[config.mk]
export PLATFORM = sky130hd
export DESIGN_NAME = disconnection_alarm_qualifier_unit
export DESIGN_NICKNAME = d
export VERILOG_FILES = /design/src/hdl/daq_pkg.sv /design/src/hdl/daq_fault_check.sv /design/src/hdl/disconnection_alarm_qualifier_unit.sv
export SDC_FILE = /design/constraint.sdc
export NUM_CORES = 1
export LEC_CHECK = 0
export BUFFER_PORTS_ARGS = -buffer_cell sky130_fd_sc_hd__clkbuf_2
export CAP_MARGIN = 20
export CORE_UTILIZATION = 65
export CTS_BUF_LIST = sky130_fd_sc_hd__clkbuf_8
export DETAILED_ROUTE_END_ITERATION = 6
export GPL_TIMING_DRIVEN = 0
export PLACE_DENSITY = 0.88
export SLEW_MARGIN = 20
export SYNTH_ARGS = -nofsm -noshare
export SYNTH_HDL_FRONTEND = slang
export SYNTH_SLANG_ARGS = --single-unit
[constraint.sdc]
create_clock -name clk -period 4.75 [get_ports clk]
set_input_delay 0 -clock clk [delete_from_list [all_inputs] [get_ports clk]]
set_output_delay 0 -clock clk [all_outputs]
set_load 0.01 [all_outputs]
[src/hdl/daq_pkg.sv]
`timescale 1ns / 1ps

package daq_pkg;

    // Item op codes
    localparam logic [1:0] OP_TICK   = 2'd0;
    localparam logic [1:0] OP_SAMPLE = 2'd1;
    localparam logic [1:0] OP_HMI    = 2'd2;

    // Alarm state codes as reported on alarm_state
    localparam logic [1:0] ALM_FALSE     = 2'd0;
    localparam logic [1:0] ALM_DETECTED  = 2'd1;
    localparam logic [1:0] ALM_TRUE      = 2'd2;
    localparam logic [1:0] ALM_DISPLAYED = 2'd3;

    // Event codes as reported on alarm_event
    localparam logic [1:0] EV_NONE   = 2'd0;
    localparam logic [1:0] EV_RAISED = 2'd1;
    localparam logic [1:0] EV_ENDED  = 2'd2;

    // Configuration register indexes
    localparam logic [1:0] CFG_PRESS_SETPOINT = 2'd0;
    localparam logic [1:0] CFG_VOLUME_MIN     = 2'd1;
    localparam logic [1:0] CFG_FLOW_MAX       = 2'd2;
    localparam logic [1:0] CFG_ALARM_DELAY    = 2'd3;

    // Register widths
    localparam int SETPOINT_W = 12;
    localparam int VOLUME_W   = 16;
    localparam int FLOW_W     = 15;
    localparam int DELAY_W    = 16;

    // Reset values
    localparam int PRESS_SETPOINT_RST = 200;
    localparam logic [SETPOINT_W-1:0] LOW_PRESS_RST =
        SETPOINT_W'(PRESS_SETPOINT_RST * 8 / 10);
    localparam logic [VOLUME_W-1:0] VOLUME_MIN_RST  = 16'd20;
    localparam logic [FLOW_W-1:0]   FLOW_MAX_RST    = 15'd600;
    localparam logic [DELAY_W-1:0]  ALARM_DELAY_RST = 16'd1000;

    // floor(n/5) == (n * 0xCCCD) >> 18 for every n below 2^16
    localparam logic [15:0] RECIP_FIVE = 16'hCCCD;
    localparam int          RECIP_SHIFT = 18;

    // Fault thresholds handed to the compare stage
    typedef struct packed {
        logic [SETPOINT_W-1:0] low_press;
        logic [VOLUME_W-1:0]   volume_min;
        logic [FLOW_W-1:0]     flow_max;
    } thresh_t;

endpackage

[src/hdl/daq_fault_check.sv]
`timescale 1ns / 1ps

// Disconnection fault compare: low pressure, or low volume with high flow.
module daq_fault_check
(
    input  logic signed [15:0] patient_pressure,
    input  logic signed [15:0] insp_flow,
    input  logic        [15:0] tidal_volume,
    input  daq_pkg::thresh_t   thresh,
    output logic               fault
);

    logic signed [16:0] press_ext;
    logic signed [16:0] low_ext;
    logic signed [15:0] flow_max_ext;
    logic               press_low;
    logic               leak;

    // Threshold is never negative, so zero-extend it into the signed compare
    assign press_ext    = 17'(patient_pressure);
    assign low_ext      = $signed({5'b0, thresh.low_press});
    assign flow_max_ext = $signed({1'b0, thresh.flow_max});

    assign press_low = (press_ext <= low_ext);
    assign leak      = (tidal_volume <= thresh.volume_min) && (insp_flow > flow_max_ext);
    assign fault     = press_low || leak;

endmodule

[src/hdl/disconnection_alarm_qualifier_unit.sv]
`timescale 1ns / 1ps

// Disconnection alarm qualifier.
// Input channel (in_valid / in_stall) carries one item per beat: a tick, a
// sample (pressure, flow, volume) or an HMI "displayed" report. Every item
// gives exactly one result beat on the output channel (out_valid /
// out_stall): the alarm state after the item, a raise/end event and the
// high priority bit.
// An accepted item waits in the input register and passes the state update
// into the result register. Throughput: one item per cycle unless the
// receiver stalls; the two registers form a two-deep pipe. When the
// receiver stalls, the result register holds its beat and the input
// register takes one more item; in_stall rises only when both are full.
// The configuration port (cfg_valid / cfg_ready, cfg_index, cfg_data) is
// always ready; the pressure set point is stored as its 80% threshold,
// computed on the write.
// Reset: registers return to set point 200, volume 20, flow 600, delay
// 1000; state false, countdown zero, priority clear, both channels empty.
module disconnection_alarm_qualifier_unit
(
    input  logic               clk,
    input  logic               rst_n,
    // input items
    input  logic               in_valid,
    output logic               in_stall,
    input  logic        [1:0]  op,
    input  logic signed [15:0] patient_pressure,
    input  logic signed [15:0] insp_flow,
    input  logic        [15:0] tidal_volume,
    // results
    output logic               out_valid,
    input  logic               out_stall,
    output logic        [1:0]  alarm_state,
    output logic        [1:0]  alarm_event,
    output logic               high_priority,
    // configuration writes
    input  logic               cfg_valid,
    output logic               cfg_ready,
    input  logic        [1:0]  cfg_index,
    input  logic        [15:0] cfg_data
);

    typedef enum logic [1:0] {
        ST_FALSE     = daq_pkg::ALM_FALSE,
        ST_DETECTED  = daq_pkg::ALM_DETECTED,
        ST_TRUE      = daq_pkg::ALM_TRUE,
        ST_DISPLAYED = daq_pkg::ALM_DISPLAYED
    } state_t;

    // Configuration
    daq_pkg::thresh_t               thresh_reg;
    logic [daq_pkg::DELAY_W-1:0]    delay_reg;
    logic [13:0]                    setpoint_x4;
    logic [29:0]                    recip_prod;
    logic [daq_pkg::SETPOINT_W-1:0] low_press_new;
    logic                           cfg_wr;

    // Input register
    logic               in_valid_reg;
    logic [1:0]         op_reg;
    logic signed [15:0] pressure_reg;
    logic signed [15:0] flow_reg;
    logic [15:0]        volume_reg;

    // State and result
    state_t                      state_reg, state_next;
    logic [daq_pkg::DELAY_W-1:0] count_reg, count_next;
    logic                        prio_reg, prio_next;
    logic [1:0]                  event_reg, event_next;
    logic                        out_valid_reg;

    logic accept;
    logic advance;
    logic fault;

    assign cfg_ready = 1'b1;
    assign cfg_wr    = cfg_valid && cfg_ready;

    // set point * 8 / 10 == (set point * 4) / 5, divide by reciprocal
    assign setpoint_x4   = {cfg_data[daq_pkg::SETPOINT_W-1:0], 2'b00};
    assign recip_prod    = 30'(setpoint_x4) * 30'(daq_pkg::RECIP_FIVE);
    assign low_press_new = recip_prod[daq_pkg::RECIP_SHIFT +: daq_pkg::SETPOINT_W];

    // Configuration registers
    always_ff @(posedge clk or negedge rst_n)
    begin
        if (!rst_n)
        begin
            thresh_reg.low_press  <= daq_pkg::LOW_PRESS_RST;
            thresh_reg.volume_min <= daq_pkg::VOLUME_MIN_RST;
            thresh_reg.flow_max   <= daq_pkg::FLOW_MAX_RST;
            delay_reg             <= daq_pkg::ALARM_DELAY_RST;
        end
        else if (cfg_wr)
        begin
            unique case (cfg_index)
                daq_pkg::CFG_PRESS_SETPOINT: thresh_reg.low_press  <= low_press_new;
                daq_pkg::CFG_VOLUME_MIN:     thresh_reg.volume_min <= cfg_data;
                daq_pkg::CFG_FLOW_MAX:       thresh_reg.flow_max   <= cfg_data[daq_pkg::FLOW_W-1:0];
                daq_pkg::CFG_ALARM_DELAY:    delay_reg             <= cfg_data;
                default:                     ;
            endcase
        end
    end

    // Pipe control: the input register drains when the result register is free
    assign advance  = in_valid_reg && (!out_valid_reg || !out_stall);
    assign in_stall = in_valid_reg && !advance;
    assign accept   = in_valid && !in_stall;

    // Input payload register
    always_ff @(posedge clk)
    begin
        if (accept)
        begin
            op_reg       <= op;
            pressure_reg <= patient_pressure;
            flow_reg     <= insp_flow;
            volume_reg   <= tidal_volume;
        end
    end

    daq_fault_check u_fault
    (
        .patient_pressure (pressure_reg),
        .insp_flow        (flow_reg),
        .tidal_volume     (volume_reg),
        .thresh           (thresh_reg),
        .fault            (fault)
    );

    // Qualifier next state
    always_comb
    begin
        state_next = state_reg;
        count_next = count_reg;
        prio_next  = prio_reg;
        event_next = daq_pkg::EV_NONE;
        case (op_reg)
            daq_pkg::OP_TICK:
            begin
                if (count_reg != '0)
                    count_next = count_reg - 1'b1;
            end
            daq_pkg::OP_SAMPLE:
            begin
                unique case (state_reg)
                    ST_FALSE:
                    begin
                        if (fault)
                        begin
                            state_next = ST_DETECTED;
                            count_next = delay_reg;
                        end
                    end
                    ST_DETECTED:
                    begin
                        if (!fault)
                            state_next = ST_FALSE;
                        else if (count_reg == '0)
                        begin
                            state_next = ST_TRUE;
                            event_next = daq_pkg::EV_RAISED;
                            prio_next  = 1'b1;
                        end
                    end
                    ST_DISPLAYED:
                    begin
                        if (!fault)
                        begin
                            state_next = ST_FALSE;
                            event_next = daq_pkg::EV_ENDED;
                            prio_next  = 1'b0;
                        end
                    end
                    default: ;  // true state waits for the HMI
                endcase
            end
            daq_pkg::OP_HMI:
            begin
                if (state_reg == ST_TRUE)
                    state_next = ST_DISPLAYED;
            end
            default: ;
        endcase
    end

    // State, valid flags and registered outputs
    always_ff @(posedge clk or negedge rst_n)
    begin
        if (!rst_n)
        begin
            in_valid_reg  <= 1'b0;
            out_valid_reg <= 1'b0;
            state_reg     <= ST_FALSE;
            count_reg     <= '0;
            prio_reg      <= 1'b0;
            event_reg     <= daq_pkg::EV_NONE;
        end
        else
        begin
            if (accept)
                in_valid_reg <= 1'b1;
            else if (advance)
                in_valid_reg <= 1'b0;

            if (advance)
            begin
                out_valid_reg <= 1'b1;
                state_reg     <= state_next;
                count_reg     <= count_next;
                prio_reg      <= prio_next;
                event_reg     <= event_next;
            end
            else if (!out_stall)
                out_valid_reg <= 1'b0;
        end
    end

    // State and priority only change together with a new result beat
    assign out_valid     = out_valid_reg;
    assign alarm_state   = state_reg;
    assign alarm_event   = event_reg;
    assign high_priority = prio_reg;

endmodule

Word-level counts from Yosys, hierarchy flattened
Cells that the tools add are included.
{"block": "totals", "word_cells": 89, "regBits": 132}
{"block": "classes", "mul": 1, "reduce_logical": 26, "n_mux": 24, "eq_ne": 20, "n_addsub": 1, "n_lt_le_gt_ge": 3}
{"op": "$mux W16", "n": 3}
{"op": "$pmux W16 S2", "n": 1}
{"op": "$mul A12 B16 Y28 const B", "n": 1}
{"op": "$gt A16 B16 Y1", "n": 1}
{"op": "$le A16 B13 Y1", "n": 1}
{"op": "$le A16 B16 Y1", "n": 1}
{"op": "$logic_not A16 Y1", "n": 1}
{"op": "$reduce_bool A16 Y1", "n": 1}
{"op": "$sub A16 B1 Y16 const B", "n": 1}
{"op": "$mux W2", "n": 7}
{"op": "$ne A2 B2 Y1 const B", "n": 6}
{"op": "$eq A2 B2 Y1 const B", "n": 5}
{"op": "$mux W1", "n": 9}
{"op": "$pmux W2 S2", "n": 2}
{"op": "$reduce_and A2 Y1", "n": 4}
{"op": "$reduce_bool A2 Y1", "n": 4}
{"op": "$reduce_and A7 Y1", "n": 1}
{"op": "$eq A2 B1 Y1 const B", "n": 3}
{"op": "$logic_not A2 Y1", "n": 3}
{"op": "$ne A3 B3 Y1 const B", "n": 2}
{"op": "$pmux W2 S3", "n": 1}
{"op": "$reduce_and A6 Y1", "n": 1}
{"op": "$reduce_and A5 Y1", "n": 1}
{"op": "$logic_and A1 B1 Y1", "n": 4}
{"op": "6 further kinds", "n": 11}

Longest topological paths before layout
{"block": "logic_depth", "word_depth": 8, "mapped_depth": 21, "mapped_depth_nobuf": 21}

Cells and area by module
From an unflattened synthesis, not the netlist that was laid out.
{"block": "unflattened", "cells_unflattened": 894, "area_unflattened_um2": 9248.9}
{"module": "disconnection_alarm_qualifier_unit", "n_inst": 1, "seq_area_each_um2": 3570.9, "cells_each": 740, "area_each_um2": 8115.3}
{"module": "daq_fault_check", "n_inst": 1, "seq_area_each_um2": 0.0, "cells_each": 154, "area_each_um2": 1133.6}

Worst setup path after synthesis
Ideal clock, no wire load.
{"block": "synth_timing", "path_kind": "input to register", "start": "input cfg_data[9]", "end": "register thresh_reg[40] (netlist bit)", "required_ns": 4.655, "t_arrival_ns": 4.804, "path_slack_ns": -0.149, "cell_stages": 20, "path_cell_list": "ha_1 inv_1 fa_1 inv_1 fa_1 inv_1 fa_1 fa_1 inv_1 ha_1 and3_1 a221o_1 a21oi_1 a211oi_1 or3_1 a21o_1 a21oi_1 nor2b_1 o21a_1 o31ai_1"}
{"block": "synth_via", "elab_chain_cells": 1}
{"element": "start: declaration", "line_no": "disconnection_alarm_qualifier_unit.sv:40", "rtl": "input logic [15:0] cfg_data"}
{"element": "$mul A12 B16 Y28", "line_no": "disconnection_alarm_qualifier_unit.sv:81", "rtl": "assign recip_prod = 30'(setpoint_x4) * 30'(daq_pkg::RECIP_FIVE);"}
{"element": "end: declaration", "line_no": "disconnection_alarm_qualifier_unit.sv:51", "rtl": "daq_pkg::thresh_t thresh_reg;"}
Every way passes these cells.
A chain may end at the register's enable or synchronous reset.

Final worst setup path
{"block": "layout_timing", "start": "input cfg_data[7]", "end": "register thresh_reg[40] (netlist bit)"}
The elaborated chain is that of the path after synthesis.

==> summary.txt <==
Min path
  – HP Class: in2async

Yosys
  – Share of the synthesized area in the top cell type: 19.3%
  – Cells after Synth: 807
  – Syn. warnings: 0
  – Mapped Area: 0.00881 sq mm
  – Syn_nets: 1050
  – Mean Syn Cell Area: 10.9 sq um
  – Post-synth ARST share: 62.1%
  – Synth area leaders: dfrtp_1 19%, ha_1 18%, edfxtp_1 17%
  – EDFF count, synth: 50
  – Sequential element share of the synthesized area: 40.5%
  – Flops & latches, synth: 132
  – Yosys top cell by area: dfrtp_1
  – Distinct cell type count after synthesis: 60
  – Main flop type after synthesis: dfrtp_1

Power and ir drop
  – Total power draw: 5.09 mW
  – IR Drop Worst-Case VDD: 0.398 mV
  – Sw Ratio: 39.5%
  – PwrDens: 473 mW/mm^2
  – Share of power burned in registers: 31.5%
  – Share of total power in combinational logic: 47.3%
  – P_leak: 5.27 nW
  – Clk pwr share: 21.2%
  – Internal power: 3.08 mW
  – Psw: 2.01 mW

Layout
  – Fillers: 651
  – Post-layout util: 81.4%
  – Multi-input gate area: 0.00468 sq mm
  – Reg area: 0.00357 sq mm
  – Layout cells sized above 1: 19.1%
  – Area growth from synthesis to layout: 22.4%
  – Largest register FFs: 43
  – Highest-count cells in the layout ignoring fill and taps: 151 x inv_1, 125 x ha_1, 74 x clkbuf_2, 73 x dlygate4sd3_1, 68 x dfrtp_1
  – Most common cell after layout, fill and taps aside: inv_1
  – Non-filler cells, final: 1174
  – Post-route cell area: 0.0108 sq mm
  – Final nets: 1227

Global route
  – All-layer global routing usage: 37.0%
  – Initial antenna violation count: 0
  – Largest net degree at the start of global routing: 52
  – First-pass GRT wire length: 39300 microns
  – Total grt overflow: 0
  – Vias in the first global route: 7803

Critical path
  – Crit path top cell by count: fa_1
  – Critical path launch point: cfg_data[7]
  – WP data arrival: 5100 ps
  – Crit-path leading delay family: adder cells
  – Crit-path slowest cell: fa_1
  – CP max FO: 4
  – Critical path type: in2reg
  – CP endpoint kind: flip-flop
  – Worst Path Required: 5130 ps
  – Reg2reg setup slack: 1400 ps
  – CP Launch Type: input port
  – Worst flop-to-flop path startpoint: count_reg[0]
  – Crit-path max cell delay: 540 ps
  – CP cell instances: clkbuf_4 -> ha_1 -> inv_1 -> fa_2 -> fa_1 -> fa_1 -> inv_1 -> fa_1 -> ha_1 -> and3_4 -> a221o_1 -> a21oi_4 -> a211oi_2 -> or3_4 -> a21o_1 -> a21oi_4 -> nor2b_2 -> o21a_1 -> o31ai_2
  – Crit path buf inv count: 3

Detailed routing
  – Initial DRC Count: 826
  – Met3 wire length: 2210 microns
  – DRT antenna net count: 0
  – Top Metal Used: met4
  – Wirelength, routed: 25900 microns
  – Residual DRC: 0
  – Pre-antenna DRT Iters: 6
  – Metal2 WL: 12700 microns
  – WL/cell: 22.0 microns
  – Wire length on met1: 9170 microns
  – Vias: 7443
  – Vias per cell: 6.34

Die
  – Initial Utilization: 66.5%
  – Cell row count: 42
  – Die Y: 118 microns
  – Core area: 0.0132 sq mm
  – Die footprint: 0.0140 sq mm
  – Die width: 118 microns
  – Top-Level Pins: 81

Timing
  – Layout Skew: 17.6 ps
  – RSZ-0062 raised after global routing: true
  – Final worst slack: 28.5 ps
  – Fin crit period: 4720 ps
  – Slew Limit Fails: 0
  – Slew HR: 50.0%
  – Final hold vios: 0
  – Final period util: 99.4%
  – Worst-Margin Slew: 751 ps
  – Setup TNS: 0 ps
  – Final setup viols: 0
  – Worst hold-check slack: 63.9 ps
  – FMAX: 212 MHz

Place
  – Post-place setup slack: -758 ps
  – Detailed Place HPWL: 13800 microns
  – GP Congestion: 0.862
  – Post-placement cell count: 1063
  – PortBufs: 79
  – Dpl cell area: 0.00946 sq mm

Clocking
  – Clk buf depth: 2
  – Clock-pin slew on the worst setup and hold paths: 80 ps
  – CTS tree: yes
  – Root buffer cell: clkbuf_8
  – Clk_lat worst skew: 470 ps
  – Clock sinks: 132
  – Inserted Clock Buffers: 17
  – CTS H-tree depth: 4

Flow run
  – Max-Cap Viols: 0

Status
  – Status: finished clean
==> Yosys cell counts, types with 7 or more instances <==
| master | number |
|---|---|
| nor3_1 | 15 |
| nand4_1 | 12 |
| dfstp_2 | 14 |
| o2bb2ai_1 | 12 |
| xnor2_1 | 8 |
| mux2_2 | 29 |
| nand2_1 | 46 |
| fa_1 | 42 |
| a21oi_1 | 39 |
| nand2b_1 | 8 |
| clkbuf_1 | 10 |
| nor2_1 | 15 |
| inv_1 | 152 |
| nor2b_1 | 7 |
| a21o_1 | 21 |
| ha_1 | 128 |
| o21ai_0 | 52 |
| dfrtp_1 | 68 |
| edfxtp_1 | 50 |
==> final timing paths <==
check / end / depth (start not counted)
worst max register to register: count_reg[4] / 12
min in group clk: thresh_reg[6] / 3
worst min register to register: alarm_event[1] / 2
worst min-delay path: thresh_reg[40] / 2
worst max-delay path: thresh_reg[40] / 19
max in group asynchronous: thresh_reg[9] / 3
==> power groups by stage <==
stage	clock (mW)	combinational, mW	sequential, mW
after floorplan	0	1.51	1.55
after global placement	0	1.87	1.59
after detailed placement	0	1.98	1.59
after CTS	1.06	2.14	1.58
after global routing	1.13	2.61	1.62
final	1.08	2.41	1.60
==> routing by layer <==
layer	up-vias	GRT usage, %
li1	3117	-
met1	3613	43.0
met2	526	63.3
met3	187	9.17
met4	0	19.4
met5	-	0
==> cell families (layout without fill, tap and decap cells) <==
| logic type | after synthesis | count (layout) | synth area share (%) |
|---|---|---|---|
| AOI/OAI and AO/OA | 152 | 152 | 10.8 |
| xor gates and xnor gates | 13 | 13 | 1.29 |
| adders and majority gates | 170 | 170 | 27.7 |
| buffers and inverters | 170 | 360 | 7.41 |
| DFF | 132 | 132 | 40.5 |
| muxes | 30 | 30 | 3.82 |
| other | 1 | 2 | 0.0426 |
| and+or+nand+nor | 139 | 139 | 8.32 |
==> what timing repair did <==
action,in CTS,in global routing
gates resized for setup,15,4
setup endpoints to repair,4,3
pin swaps,13,4
hold buffers,73,0
hold endpoints to repair,158,0
setup buffers,3,2
==> cell type report <==
cell class / count / share of cell area (%)
Inverter: 152 / 5.29
Clock buffer: 18 / 2.30
Sequential cell: 132 / 33.1
Tap cell: 176 / 2.04
Timing Repair Buffer: 158 / 11.2
Antenna cell: 1 / 0.0232
Multi-Input combinational cell: 505 / 43.4
Buffer: 18 / 0.766
Clock inverter: 14 / 1.82
Power figures use the tool's default switching activity.
